`src/rtl/tefx_pkg.sv`:
```
// ============================================================================
// tefx_pkg
// Shared types, constants and item tables of the tetrahedron edge and face
// extractor.
// ============================================================================
package tefx_pkg;

    localparam int VW          = 31;
    localparam int NUM_PAIRS   = 6;
    localparam int NUM_ITEMS   = 10;
    localparam int STEP_W      = $clog2(NUM_ITEMS);
    localparam int QUEUE_DEPTH = 2;
    localparam int QPTR_W      = $clog2(QUEUE_DEPTH);
    localparam int QCNT_W      = $clog2(QUEUE_DEPTH + 1);

    localparam logic [STEP_W-1:0] LAST_STEP = STEP_W'(NUM_ITEMS - 1);

    localparam logic KIND_EDGE = 1'b0;
    localparam logic KIND_FACE = 1'b1;

    localparam logic [2:0] PERM_NONE = 3'd0;
    localparam logic [2:0] PERM_ABC  = 3'd1;
    localparam logic [2:0] PERM_CAB  = 3'd2;
    localparam logic [2:0] PERM_BCA  = 3'd3;
    localparam logic [2:0] PERM_CBA  = 3'd4;
    localparam logic [2:0] PERM_BAC  = 3'd5;
    localparam logic [2:0] PERM_ACB  = 3'd6;

    typedef logic [VW-1:0] vtx_t;
    typedef logic [1:0]    vidx_t;
    typedef logic [2:0]    pidx_t;

    // One queued tetrahedron with its pairwise comparison results.
    typedef struct packed {
        vtx_t [3:0]           v;
        vtx_t                 cell_idx;
        logic [NUM_PAIRS-1:0] lt;
        logic [NUM_PAIRS-1:0] eq;
    } tet_t;

    // What one output step of a tetrahedron emits.
    typedef struct packed {
        logic       kind;
        vidx_t      a;
        vidx_t      b;
        vidx_t      c;
        logic [2:0] num;
    } step_t;

    typedef struct packed {
        logic              kind;
        vtx_t              low_vertex;
        vtx_t              mid_vertex;
        vtx_t              high_vertex;
        vtx_t              owner_cell;
        logic signed [3:0] local_number;
        logic [2:0]        perm_code;
        logic              degenerate;
        logic              last;
    } item_t;

    function automatic vidx_t pair_first(input pidx_t p);
        vidx_t r;
        unique case (p)
            3'd0, 3'd1, 3'd2: r = 2'd0;
            3'd3, 3'd4:       r = 2'd1;
            default:          r = 2'd2;
        endcase
        return r;
    endfunction

    function automatic vidx_t pair_second(input pidx_t p);
        vidx_t r;
        unique case (p)
            3'd0:       r = 2'd1;
            3'd1, 3'd3: r = 2'd2;
            default:    r = 2'd3;
        endcase
        return r;
    endfunction

    // Comparison slot of an unordered vertex pair; i and j must differ.
    function automatic pidx_t pair_idx(input vidx_t i, input vidx_t j);
        vidx_t lo;
        vidx_t hi;
        pidx_t r;
        lo = (i < j) ? i : j;
        hi = (i < j) ? j : i;
        unique case ({lo, hi})
            {2'd0, 2'd1}: r = 3'd0;
            {2'd0, 2'd2}: r = 3'd1;
            {2'd0, 2'd3}: r = 3'd2;
            {2'd1, 2'd2}: r = 3'd3;
            {2'd1, 2'd3}: r = 3'd4;
            default:      r = 3'd5;
        endcase
        return r;
    endfunction

    function automatic step_t step_info(input logic [STEP_W-1:0] s);
        step_t r;
        unique case (s)
            4'd0:    r = '{KIND_EDGE, 2'd0, 2'd1, 2'd0, 3'd1};
            4'd1:    r = '{KIND_EDGE, 2'd0, 2'd2, 2'd0, 3'd2};
            4'd2:    r = '{KIND_EDGE, 2'd0, 2'd3, 2'd0, 3'd3};
            4'd3:    r = '{KIND_EDGE, 2'd1, 2'd2, 2'd0, 3'd4};
            4'd4:    r = '{KIND_EDGE, 2'd2, 2'd3, 2'd0, 3'd5};
            4'd5:    r = '{KIND_EDGE, 2'd3, 2'd1, 2'd0, 3'd6};
            4'd6:    r = '{KIND_FACE, 2'd1, 2'd2, 2'd3, 3'd1};
            4'd7:    r = '{KIND_FACE, 2'd0, 2'd3, 2'd2, 3'd2};
            4'd8:    r = '{KIND_FACE, 2'd0, 2'd1, 2'd3, 3'd3};
            default: r = '{KIND_FACE, 2'd0, 2'd2, 2'd1, 3'd4};
        endcase
        return r;
    endfunction

endpackage

```
`src/rtl/tefx_ifs.sv`:
```
// ============================================================================
// tefx channel interfaces
// Valid/ready channels for input tetrahedra and for edge and face items.
// ============================================================================
interface tefx_tet_if;
    logic                valid;
    logic                ready;
    tefx_pkg::vtx_t      vertex_one;
    tefx_pkg::vtx_t      vertex_two;
    tefx_pkg::vtx_t      vertex_three;
    tefx_pkg::vtx_t      vertex_four;
    tefx_pkg::vtx_t      cell_number;

    modport source (
        output valid, vertex_one, vertex_two, vertex_three, vertex_four, cell_number,
        input  ready
    );
    modport sink (
        input  valid, vertex_one, vertex_two, vertex_three, vertex_four, cell_number,
        output ready
    );
endinterface

interface tefx_item_if;
    logic              valid;
    logic              ready;
    logic              kind;
    tefx_pkg::vtx_t    low_vertex;
    tefx_pkg::vtx_t    mid_vertex;
    tefx_pkg::vtx_t    high_vertex;
    tefx_pkg::vtx_t    owner_cell;
    logic signed [3:0] local_number;
    logic [2:0]        perm_code;
    logic              degenerate;
    logic              last;

    modport source (
        output valid, kind, low_vertex, mid_vertex, high_vertex, owner_cell,
               local_number, perm_code, degenerate, last,
        input  ready
    );
    modport sink (
        input  valid, kind, low_vertex, mid_vertex, high_vertex, owner_cell,
               local_number, perm_code, degenerate, last,
        output ready
    );
endinterface

```
`src/rtl/tefx_front.sv`:
```
// ============================================================================
// tefx_front
// Accepts tetrahedra and classifies every vertex pair as less or equal.
// ============================================================================
module tefx_front (
    tefx_tet_if.sink         tet,
    output tefx_pkg::tet_t   push_data,
    output logic             push_valid,
    input  logic             push_ready
);

    tefx_pkg::vtx_t [3:0] v;

    assign v          = {tet.vertex_four, tet.vertex_three, tet.vertex_two, tet.vertex_one};
    assign tet.ready  = push_ready;
    assign push_valid = tet.valid;

    always_comb
    begin
        push_data.v        = v;
        push_data.cell_idx = tet.cell_number;
        for (int p = 0; p < tefx_pkg::NUM_PAIRS; p++)
        begin
            push_data.lt[p] = v[tefx_pkg::pair_first(3'(p))] < v[tefx_pkg::pair_second(3'(p))];
            push_data.eq[p] = v[tefx_pkg::pair_first(3'(p))] == v[tefx_pkg::pair_second(3'(p))];
        end
    end

endmodule

```
`src/rtl/tefx_queue.sv`:
```
// ============================================================================
// tefx_queue
// Short FIFO of classified tetrahedra between the front and the back.
// ============================================================================
module tefx_queue (
    input  logic             clk,
    input  logic             rst_n,
    input  logic             push_valid,
    input  tefx_pkg::tet_t   push_data,
    output logic             push_ready,
    input  logic             pop,
    output tefx_pkg::tet_t   head,
    output logic             head_valid
);

    tefx_pkg::tet_t                entry_reg [tefx_pkg::QUEUE_DEPTH];
    logic [tefx_pkg::QPTR_W-1:0]   wr_ptr_reg, wr_ptr_next;
    logic [tefx_pkg::QPTR_W-1:0]   rd_ptr_reg, rd_ptr_next;
    logic [tefx_pkg::QCNT_W-1:0]   count_reg, count_next;
    logic                          do_push;
    logic                          do_pop;

    localparam logic [tefx_pkg::QPTR_W-1:0] PTR_LAST =
        tefx_pkg::QPTR_W'(tefx_pkg::QUEUE_DEPTH - 1);
    localparam logic [tefx_pkg::QCNT_W-1:0] CNT_FULL =
        tefx_pkg::QCNT_W'(tefx_pkg::QUEUE_DEPTH);

    assign push_ready = count_reg != CNT_FULL;
    assign head_valid = count_reg != '0;
    assign head       = entry_reg[rd_ptr_reg];
    assign do_push    = push_valid && push_ready;
    assign do_pop     = pop && head_valid;

    always_comb
    begin
        wr_ptr_next = wr_ptr_reg;
        rd_ptr_next = rd_ptr_reg;
        count_next  = count_reg;
        if (do_push)
        begin
            wr_ptr_next = (wr_ptr_reg == PTR_LAST) ? '0 : wr_ptr_reg + 1'b1;
        end
        if (do_pop)
        begin
            rd_ptr_next = (rd_ptr_reg == PTR_LAST) ? '0 : rd_ptr_reg + 1'b1;
        end
        if (do_push && !do_pop)
        begin
            count_next = count_reg + 1'b1;
        end
        else if (do_pop && !do_push)
        begin
            count_next = count_reg - 1'b1;
        end
    end

    always_ff @(posedge clk or negedge rst_n)
    begin
        if (!rst_n)
        begin
            wr_ptr_reg <= '0;
            rd_ptr_reg <= '0;
            count_reg  <= '0;
        end
        else
        begin
            wr_ptr_reg <= wr_ptr_next;
            rd_ptr_reg <= rd_ptr_next;
            count_reg  <= count_next;
        end
    end

    always_ff @(posedge clk)
    begin
        if (do_push)
        begin
            entry_reg[wr_ptr_reg] <= push_data;
        end
    end

endmodule

```
`src/rtl/tefx_back.sv`:
```
// ============================================================================
// tefx_back
// Steps through the edges and faces of the head tetrahedron and
// presents one sorted item per cycle, unless stalled, from an output register.
// ============================================================================
module tefx_back (
    input  logic             clk,
    input  logic             rst_n,
    input  tefx_pkg::tet_t   head,
    input  logic             head_valid,
    output logic             pop,
    tefx_item_if.source      item
);

    logic [tefx_pkg::STEP_W-1:0] step_reg, step_next;
    logic                        valid_reg, valid_next;
    tefx_pkg::item_t             item_reg, item_next;
    tefx_pkg::step_t             si;
    logic                        load;
    tefx_pkg::vidx_t             sel_lo, sel_mid, sel_hi;
    logic                        swap;
    logic                        ab, bc, ac;
    logic                        eab, ebc, eac;
    logic                        deg;
    logic [2:0]                  perm;
    logic signed [3:0]           num_s;

    function automatic logic less(input tefx_pkg::tet_t t, input tefx_pkg::vidx_t i,
                                  input tefx_pkg::vidx_t j);
        tefx_pkg::pidx_t p;
        logic r;
        p = tefx_pkg::pair_idx(i, j);
        if (i < j)
        begin
            r = t.lt[p];
        end
        else
        begin
            r = !t.lt[p] && !t.eq[p];
        end
        return r;
    endfunction

    function automatic logic same(input tefx_pkg::tet_t t, input tefx_pkg::vidx_t i,
                                  input tefx_pkg::vidx_t j);
        return t.eq[tefx_pkg::pair_idx(i, j)];
    endfunction

    assign si    = tefx_pkg::step_info(step_reg);
    assign load  = head_valid && (!valid_reg || item.ready);
    assign pop   = load && (step_reg == tefx_pkg::LAST_STEP);
    assign num_s = $signed({1'b0, si.num});

    always_comb
    begin
        swap = less(head, si.b, si.a);
        ab   = less(head, si.a, si.b);
        bc   = less(head, si.b, si.c);
        ac   = less(head, si.a, si.c);
        eab  = same(head, si.a, si.b);
        ebc  = same(head, si.b, si.c);
        eac  = same(head, si.a, si.c);
        perm = tefx_pkg::PERM_NONE;
        deg  = 1'b0;
        sel_lo  = si.a;
        sel_mid = si.b;
        sel_hi  = si.c;
        if (si.kind == tefx_pkg::KIND_EDGE)
        begin
            deg     = eab;
            sel_lo  = swap ? si.b : si.a;
            sel_mid = swap ? si.a : si.b;
        end
        else
        begin
            deg = eab || ebc || eac;
            // With a tie only the sorted values matter, so each tie picks an order directly.
            priority if (eab)
            begin
                if (less(head, si.c, si.a))
                begin
                    sel_lo = si.c; sel_mid = si.a; sel_hi = si.b;
                end
            end
            else if (ebc)
            begin
                if (!ab)
                begin
                    sel_lo = si.b; sel_mid = si.c; sel_hi = si.a;
                end
            end
            else if (eac)
            begin
                if (!ab)
                begin
                    sel_lo = si.b; sel_mid = si.a; sel_hi = si.c;
                end
                else
                begin
                    sel_lo = si.a; sel_mid = si.c; sel_hi = si.b;
                end
            end
            else if (ab)
            begin
                if (bc)
                begin
                    perm = tefx_pkg::PERM_ABC;
                end
                else if (!ac)
                begin
                    sel_lo = si.c; sel_mid = si.a; sel_hi = si.b;
                    perm   = tefx_pkg::PERM_CAB;
                end
                else
                begin
                    sel_lo = si.a; sel_mid = si.c; sel_hi = si.b;
                    perm   = tefx_pkg::PERM_ACB;
                end
            end
            else
            begin
                if (!bc)
                begin
                    sel_lo = si.c; sel_mid = si.b; sel_hi = si.a;
                    perm   = tefx_pkg::PERM_CBA;
                end
                else if (!ac)
                begin
                    sel_lo = si.b; sel_mid = si.c; sel_hi = si.a;
                    perm   = tefx_pkg::PERM_BCA;
                end
                else
                begin
                    sel_lo = si.b; sel_mid = si.a; sel_hi = si.c;
                    perm   = tefx_pkg::PERM_BAC;
                end
            end
        end
    end

    always_comb
    begin
        item_next.kind        = si.kind;
        item_next.low_vertex  = head.v[sel_lo];
        item_next.mid_vertex  = head.v[sel_mid];
        item_next.high_vertex = (si.kind == tefx_pkg::KIND_EDGE) ? '0 : head.v[sel_hi];
        item_next.owner_cell  = head.cell_idx;
        item_next.local_number = (si.kind == tefx_pkg::KIND_EDGE && swap) ? -num_s : num_s;
        item_next.perm_code   = perm;
        item_next.degenerate  = deg;
        item_next.last        = step_reg == tefx_pkg::LAST_STEP;

        valid_next = valid_reg;
        step_next  = step_reg;
        if (load)
        begin
            valid_next = 1'b1;
            step_next  = (step_reg == tefx_pkg::LAST_STEP) ? '0 : step_reg + 1'b1;
        end
        else if (item.ready)
        begin
            valid_next = 1'b0;
        end
    end

    always_ff @(posedge clk or negedge rst_n)
    begin
        if (!rst_n)
        begin
            valid_reg <= 1'b0;
            step_reg  <= '0;
        end
        else
        begin
            valid_reg <= valid_next;
            step_reg  <= step_next;
        end
    end

    always_ff @(posedge clk)
    begin
        if (load)
        begin
            item_reg <= item_next;
        end
    end

    assign item.valid        = valid_reg;
    assign item.kind         = item_reg.kind;
    assign item.low_vertex   = item_reg.low_vertex;
    assign item.mid_vertex   = item_reg.mid_vertex;
    assign item.high_vertex  = item_reg.high_vertex;
    assign item.owner_cell   = item_reg.owner_cell;
    assign item.local_number = item_reg.local_number;
    assign item.perm_code    = item_reg.perm_code;
    assign item.degenerate   = item_reg.degenerate;
    assign item.last         = item_reg.last;

endmodule

```
`src/rtl/tet_edge_face_extractor_unit.sv`:
```
// ============================================================================
// tet_edge_face_extractor_unit
// Splits each tetrahedron into its six sorted edges and four sorted faces.
// ============================================================================
// Usage:
// The tet channel takes one tetrahedron per transaction: four vertex indices
// and the cell index. The item channel returns one transaction for each edge
// and each face of it, the edges first and then the faces; last marks the final face.
// The front compares all six vertex pairs as the tetrahedron is accepted and
// writes the result into a two-entry queue. The back walks the head entry
// one item per cycle unless stalled and holds each item in an output register.
// With the block idle, an accepted tetrahedron is written into the queue
// and its first item is then loaded into the single item output register of the back.
// When the item receiver stalls, the current item holds and the back stops
// stepping; the tet channel keeps accepting until the queue is full.
// Reset empties the queue, clears the output valid and restarts the item
// counter; nothing else needs clearing.
module tet_edge_face_extractor_unit (
    input  logic         clk,
    input  logic         rst_n,
    tefx_tet_if.sink     tet,
    tefx_item_if.source  item
);

    tefx_pkg::tet_t push_data;
    logic           push_valid;
    logic           push_ready;
    tefx_pkg::tet_t head;
    logic           head_valid;
    logic           pop;

    tefx_front u_front (
        .tet        (tet),
        .push_data  (push_data),
        .push_valid (push_valid),
        .push_ready (push_ready)
    );

    tefx_queue u_queue (
        .clk        (clk),
        .rst_n      (rst_n),
        .push_valid (push_valid),
        .push_data  (push_data),
        .push_ready (push_ready),
        .pop        (pop),
        .head       (head),
        .head_valid (head_valid)
    );

    tefx_back u_back (
        .clk        (clk),
        .rst_n      (rst_n),
        .head       (head),
        .head_valid (head_valid),
        .pop        (pop),
        .item       (item)
    );

endmodule

```
`src/flat_wrapper.sv`:
```
// flat-port wrapper written by rule: the top's interface ports become plain ports
module tet_edge_face_extractor_unit_flat 
  (clk, rst_n, tet_valid, tet_vertex_one, tet_vertex_two, tet_vertex_three, tet_vertex_four, tet_cell_number, tet_ready, item_valid, item_kind, item_low_vertex, item_mid_vertex, item_high_vertex, item_owner_cell, item_local_number, item_perm_code, item_degenerate, item_last, item_ready);
  tefx_tet_if tet_i ();
  tefx_item_if item_i ();
  input  logic clk;
  input  logic rst_n;
  input wire logic [$bits(tet_i.valid)-1:0] tet_valid;
  input wire logic [$bits(tet_i.vertex_one)-1:0] tet_vertex_one;
  input wire logic [$bits(tet_i.vertex_two)-1:0] tet_vertex_two;
  input wire logic [$bits(tet_i.vertex_three)-1:0] tet_vertex_three;
  input wire logic [$bits(tet_i.vertex_four)-1:0] tet_vertex_four;
  input wire logic [$bits(tet_i.cell_number)-1:0] tet_cell_number;
  output wire logic [$bits(tet_i.ready)-1:0] tet_ready;
  output wire logic [$bits(item_i.valid)-1:0] item_valid;
  output wire logic [$bits(item_i.kind)-1:0] item_kind;
  output wire logic [$bits(item_i.low_vertex)-1:0] item_low_vertex;
  output wire logic [$bits(item_i.mid_vertex)-1:0] item_mid_vertex;
  output wire logic [$bits(item_i.high_vertex)-1:0] item_high_vertex;
  output wire logic [$bits(item_i.owner_cell)-1:0] item_owner_cell;
  output wire logic [$bits(item_i.local_number)-1:0] item_local_number;
  output wire logic [$bits(item_i.perm_code)-1:0] item_perm_code;
  output wire logic [$bits(item_i.degenerate)-1:0] item_degenerate;
  output wire logic [$bits(item_i.last)-1:0] item_last;
  input wire logic [$bits(item_i.ready)-1:0] item_ready;
  assign tet_i.valid = tet_valid;
  assign tet_i.vertex_one = tet_vertex_one;
  assign tet_i.vertex_two = tet_vertex_two;
  assign tet_i.vertex_three = tet_vertex_three;
  assign tet_i.vertex_four = tet_vertex_four;
  assign tet_i.cell_number = tet_cell_number;
  assign tet_ready = tet_i.ready;
  assign item_valid = item_i.valid;
  assign item_kind = item_i.kind;
  assign item_low_vertex = item_i.low_vertex;
  assign item_mid_vertex = item_i.mid_vertex;
  assign item_high_vertex = item_i.high_vertex;
  assign item_owner_cell = item_i.owner_cell;
  assign item_local_number = item_i.local_number;
  assign item_perm_code = item_i.perm_code;
  assign item_degenerate = item_i.degenerate;
  assign item_last = item_i.last;
  assign item_i.ready = item_ready;
  tet_edge_face_extractor_unit u_core (.clk(clk), .rst_n(rst_n), .tet(tet_i), .item(item_i));
endmodule
```
`config.mk`:
```
export PLATFORM = sky130hd
export DESIGN_NAME = tet_edge_face_extractor_unit_flat
export DESIGN_NICKNAME = d
export VERILOG_FILES = /design/src/rtl/tefx_pkg.sv /design/src/rtl/tefx_ifs.sv /design/src/rtl/tefx_front.sv /design/src/rtl/tefx_queue.sv /design/src/rtl/tefx_back.sv /design/src/rtl/tet_edge_face_extractor_unit.sv /design/src/flat_wrapper.sv
export SDC_FILE = /design/constraint.sdc
export NUM_CORES = 1
export LEC_CHECK = 0
export BUFFER_PORTS_ARGS = -buffer_cell sky130_fd_sc_hd__buf_2
export CAP_MARGIN = 20
export CORE_MARGIN = 1
export CORE_UTILIZATION = 60
export CTS_CLUSTER_DIAMETER = 80
export CTS_CLUSTER_SIZE = 12
export DETAILED_ROUTE_END_ITERATION = 10
export GPL_ROUTABILITY_DRIVEN = 0
export PLACE_DENSITY = 0.91
export SLEW_MARGIN = 40
export SYNTH_ARGS = -nofsm -noshare
export SYNTH_HDL_FRONTEND = slang
export SYNTH_HIERARCHICAL = 1
export SYNTH_SLANG_ARGS = --single-unit
export TNS_END_PERCENT = 20
```
`constraint.sdc`:
```
create_clock -name clk -period 17.91 [get_ports clk]
set_clock_uncertainty 0.15 [all_clocks]
set_input_delay 0 -clock clk [delete_from_list [all_inputs] [get_ports clk]]
set_output_delay 0 -clock clk [all_outputs]
set_load 0.05 [all_outputs]
```
# Word-level counts from Yosys, hierarchy flattened
# Memories as Yosys holds them, arrays and structs flattened.
# Index checks and enable logic that the tools add are counted.
[word_totals]
regBits = 143
mem_bits_rw = 334
rom_bits = 160
inputBits = 159
output_inout_bits = 136
mem_count = 2
[op_classes]
n_addsub = 6
magnitude_cmp = 19
n_eq_ne = 33
mux = 97
bitwise = 1
reduce_logical = 32
[mem_list]
columns = ["memory", "words", "width", "rd", "rd_ports_with_merged_regs", "wr", "line", "text"]
rows = [
  ["u_core.u_queue.entry_reg", 2, 167, 1, 0, 1, "tefx_queue.sv:16", "tefx_pkg::tet_t entry_reg [tefx_pkg::QUEUE_DEPTH];"],
  ["(no name shown)", 16, 10, 1, 0, 0, "tefx_pkg.sv:102", "unique case (s)"],
]
[ops]
columns = ["operator", "n"]
rows = [
  ["31-bit binary-select mux with 2-bit select", 3],
  ["31-bit == test", 6],
  ["31-bit < comparator", 6],
  ["31-bit two-way mux", 3],
  ["2-bit two-way mux", 43],
  ["3-bit one-hot mux with 5 select lines", 5],
  ["4-bit by 2-bit == test with 1-bit output, second input constant", 10],
  ["4-bit by 3-bit == test with 1-bit output, second input constant", 10],
  ["1-bit binary-select mux with 3-bit select", 10],
  ["1-bit two-way mux", 24],
  ["3-bit two-way mux", 8],
  ["4-bit by 1-bit == test with 1-bit output, second input constant", 5],
  ["3-bit by 4-bit < comparator with 1-bit output, second input constant", 5],
  ["1-bit logical NOT", 13],
  ["1-bit logical AND", 12],
  ["2-bit < comparator", 5],
  ["2-bit by 3-bit < comparator with 1-bit output, second input constant", 3],
  ["2-bit nonzero test", 3],
  ["4-bit by 1-bit adder with 4-bit output, second input constant", 1],
  ["4-bit == test, second input constant", 1],
  ["4-bit two-way mux", 1],
  ["3-bit negator with 4-bit output", 1],
  ["4-bit OR reduction", 1],
  ["1-bit logical OR", 3],
  ["other kinds (5)", 6],
]

# Longest topological paths before layout
# An unclocked memory read counts as a cell.
[depth]
ltp_word = 21
depth_mapped = 23
ltp_nobuf = 18

# By module
# The synthesis kept the hierarchy.
[by_module_without_submodules]
columns = ["mod", "n_inst", "cells_each", "area_per_inst_um2", "seq_area_each_um2"]
rows = [
  ["tefx_queue", 1, 538, 12672.2, 10129.7],
  ["tefx_back", 1, 761, 9394.0, 4149.0],
  ["tefx_front", 1, 714, 5445.2, 0.0],
]

# Least setup slack after synthesis
# OpenSTA, ideal clock, no wires.
[synth_path]
path_type = "register -> register"
startpoint = "register u_core/u_queue/count_reg[0] in the netlist's numbering"
endpoint = "memory u_core/u_queue/entry_reg[0][0] in the netlist's numbering (enable)"
arrival_time_ps = 7554
t_required_ps = 17064
path_slack_ps = 9510
path_stages_with_launch = 4
n_path_buf = 0
period_less_slack_ps = 8400
path_cell_list = "dfrtp_1 -> nand2b_1 -> nand2_1 -> nor2_1"
[synth_via]
elab_chain_len = 4
[synth_lines]
columns = ["item", "line", "text"]
rows = [
  ["start, declared", "tefx_queue.sv:19", "logic [tefx_pkg::QCNT_W-1:0] count_reg, count_next;"],
  ["start signal, assigned", "tefx_queue.sv:69", "count_reg <= count_next;"],
  ["2-bit != test", "tefx_queue.sv:28", "assign push_ready = count_reg != CNT_FULL;"],
  ["net u_core.push_ready", "tet_edge_face_extractor_unit.sv:27", "logic push_ready;"],
  ["1-bit logical AND", "tefx_queue.sv:31", "assign do_push = push_valid && push_ready;"],
  ["1-bit two-way mux", "tefx_queue.sv:75", "if (do_push)"],
  ["1-bit two-way mux (not written as such)", "tefx_queue.sv:77", "entry_reg[wr_ptr_reg] <= push_data;"],
  ["end, declared", "tefx_queue.sv:16", ""],
]
# The timed path passes the listed nets, and every way through them passes these cells.

==> reports/results.tsv <==
stage	metric	value	unit
sta	final_hold_viol_count	0	
critical_path	start_kind	register	
cells_and_area	syn_to_final_growth	14.8	%
routing	vias_per_cell	6.52	
clock_network	clockBufferDepth	3	
global_route	grt_pass1_vias	19600	
synthesis	syn-cell-area	27500	µm²
synthesis	ys_types	85	
routing	wl	75900	µm
synthesis	synthCells	2013	
synthesis	synth_warnings	6	
synthesis	yosysTopAreaCell	edfxtp_1	
global_route	grt_max_degree	100	
synthesis	ys_seq_elements	477	
clock_network	cts_tree	built	
clock_network	cts.sinks	477	
cells_and_area	largest_reg_flops	334	
floorplanning	core	45300	µm²
synthesis	synth_top_area_frac	0.511	
clock_network	clkTransAtPathRegs	0.08	ns
floorplanning	start_util	0.608	
cells_and_area	fin_nets	2706	
routing	num_vias	19300	
sta	tns	0	ns
sta	fmax	135	MHz
hold_path	hold_depth	2	
sta	period_share	0.415	
critical_path	worstPathArrival	7.62	ns
routing	wl_met3	7770	µm
clock_network	h-tree-depth	2	
floorplanning	die_h	216	µm
sta	slew_headroom	0.413	
cells_and_area	drive_above_1_share	0.259	
critical_path	reg2reg_depth	19	
critical_path	rr_endpoint	u_core/u_back/item.mid_vertex[3]$_DFFE_PP_	
clock_network	root_buffer	clkbuf_16	
routing	ant_nets	0	
cells_and_area	fin_cells	2962	
critical_path	critPathMaxFanout	20	
routing	first_pass_iters	8	
routing	wl_met1	27300	µm
synthesis	synthesis.nets	2378	
global_route	antenna_found_initial	8	
critical_path	r2r_start	u_core/u_back/step_reg[0]$_DFFE_PN0P_	
sta	worst_slew_pin_slew	0.881	ns
routing	drc_errors	0	
place	placed_cells	2696	
clock_network	cts_resized	0	
critical_path	max_stage_delay	0.71	ns
sta	period_minus_slack	7.43	ns
critical_path	crit_slowest_cell	nor2_1	
cells_and_area	fin_util	0.697	
synthesis	synth-edff-count	468	
floorplanning	die-area	46700	µm²
sta	layout_setup_ws	10.48	ns
sta	drv_slew	0	
routing	initialDrtViolationCount	2677	
floorplanning	ioPinCount	295	
routing	met2_length	37200	µm
hold_path	hp-class	input port to register	
global_route	gr-usage-all-layers	0.321	
synthesis	syn_area_per_cell	13.7	µm²
sta	setup_viol	0	
cells_and_area	final_common_cell	edfxtp_1	
sta	grt_setup_unrepaired	no	
global_route	grt_pass1_wl	114000	µm
place	place_ws	10.56	ns
clock_network	cts_buffers	46	
critical_path	path_cells	inv_1 > ha_1 > mux2i_1 > nor2_1 > inv_1 > ha_1 > o21ba_2 > o311ai_0 > o2bb2ai_1 > a211o_1 > a32oi_1 > o21ai_0 > or2_2 > nand2b_1 > o21ai_0 > a22o_1 > a211o_2 > buf_4 > mux4_2	
critical_path	crit_family	compound AO/OA/AOI/OAI gates	
critical_path	crit_buf_inv	3	
routing	wl_per_cell	25.6	µm
place	dp_hpwl	46600	µm
clock_network	worst_skew_pair.late_latency	0.60	ns
job	cap_violations	0	
floorplanning	rows	78	
critical_path	worstSetupEndpointType	register	
synthesis	async_reset_ff_frac	0.0189	
outcome	outcome	complete, no violations	
synthesis	synthFlopType	edfxtp_1	
place	numPortBuffers	294	
routing	highest_layer	met5	
synthesis	synthTopCellsByArea	edfxtp_1, ha_1, mux2i_1	
synthesis	yosysSeqAreaShare	0.519	
critical_path	cp.required	18.10	ns
critical_path	critPathKind	register to register	
hold_path	min_to	u_core/u_queue/entry_reg[1][140]$_DFFE_PP_	
hold_path	min_from	tet_vertex_four[4]	
critical_path	reg2reg_slack	10.48	ns
cells_and_area	layout_common_cells	edfxtp_1, buf_2, ha_1	
global_route	gr-total-overflow	0	
floorplanning	die_w	216	µm
worst reg2reg max path, stage by stage, from the launching register on:
cell       delay [ns]
dfrtp_1          0.54
inv_1            0.20
ha_1             0.42
mux2i_1          0.22
nor2_1           0.71
inv_1            0.41
ha_1             0.32
o21ba_2          0.24
o311ai_0         0.15
o2bb2ai_1        0.22
a211o_1          0.35
a32oi_1          0.34
o21ai_0          0.34
or2_2            0.44
nand2b_1         0.17
o21ai_0          0.14
a22o_1           0.21
a211o_2          0.44
buf_4            0.57
mux4_2           0.62
what timing repair did:
item	in CTS	in global routing
buffers inserted	0	0
hold endpoints to repair	346	1
hold buffers	195	1
cell families after synthesis:
family                     count (synthesis)  share of synthesized area
DFF                                      477                      0.519
muxes                                    387                      0.178
buffers and inverters                    349                     0.0768
AOI/OAI and AO/OA                        311                     0.0789
and+or+nand+nor                          273                     0.0504
adders and majority gates                206                     0.0937
xor gates and xnor gates                  10                    0.00318
through the flow:
step	hold WS, ns	instance area (µm²)
3_5_place_dp	-0.294	28300
6_report	0.00694	31600
4_1_cts	0.000600	31500
3_3_place_gp	-0.291	28200
5_1_grt	0.0107	31600
2_1_floorplan	-0.446	27500
metal layers:
metal,track usage,vias up
li1,-,8217
met1,0.396,9347
met2,0.539,1424
met3,0.0654,327
met4,0.156,2
met5,0,-
area by class of cell:
type | instances | area, µm²
Antenna cell | 7 | 17.5
Clock buffer | 57 | 1190
Clock inverter | 5 | 52.6
Fill cell | 2875 | 13700
Inverter | 122 | 465
Multi-Input combinational cell | 1187 | 11200
Sequential cell | 477 | 14300
Tap cell | 600 | 751
Timing Repair Buffer | 507 | 3640
Yosys cell counts, types with 6 or more instances:
| cell | number |
|---|---|
| and2_1 | 8 |
| nand2_1 | 60 |
| nand4_1 | 23 |
| a221oi_1 | 13 |
| o211ai_1 | 13 |
| nor2b_1 | 8 |
| inv_1 | 121 |
| mux2_4 | 101 |
| a211oi_1 | 22 |
| clkbuf_1 | 19 |
| mux4_2 | 34 |
| nand3_1 | 27 |
| ha_1 | 206 |
| buf_4 | 170 |
| nand3b_1 | 7 |
| nor3_1 | 18 |
| o31ai_1 | 10 |
| a21oi_1 | 76 |
| mux2_2 | 74 |
| o22ai_1 | 34 |
| nor4_1 | 6 |
| o21ai_0 | 41 |
| a21oi_2 | 6 |
| and4_1 | 10 |
| mux2i_1 | 177 |
| nor2_1 | 66 |
| dfrtp_1 | 9 |
| xnor2_1 | 8 |
| o21ai_1 | 6 |
| buf_6 | 19 |
| nand2b_1 | 7 |
| edfxtp_1 | 468 |
| a211o_1 | 8 |
| buf_2 | 18 |
| and3_1 | 13 |
| a21o_1 | 20 |
worst max-delay path by stage:
stage | start | to | slack, ns | cells after the start
final | u_core/u_back/step_reg[0]$_DFFE_PN0P_ | u_core/u_back/item.mid_vertex[3]$_DFFE_PP_ | 10.48 | 19
after global routing | u_core/u_back/step_reg[0]$_DFFE_PN0P_ | u_core/u_back/item.mid_vertex[3]$_DFFE_PP_ | 10.07 | 19
after CTS | u_core/u_back/step_reg[3]$_DFFE_PN0P_ | u_core/u_back/item.mid_vertex[5]$_DFFE_PP_ | 10.58 | 16
after detailed placement | u_core/u_back/step_reg[3]$_DFFE_PN0P_ | u_core/u_back/item.mid_vertex[5]$_DFFE_PP_ | 10.56 | 16
after global placement | u_core/u_back/step_reg[3]$_DFFE_PN0P_ | u_core/u_back/item.mid_vertex[8]$_DFFE_PP_ | 11.02 | 16
after floorplan | u_core/u_queue/count_reg[0]$_DFFE_PN0P_ | u_core/u_queue/entry_reg[0][0]$_DFFE_PP_ | 9.51 | 3
Power is left out: the tool's default activity adds up to more than one toggle a clock period on the data nets, which glitch-free logic cannot reach.
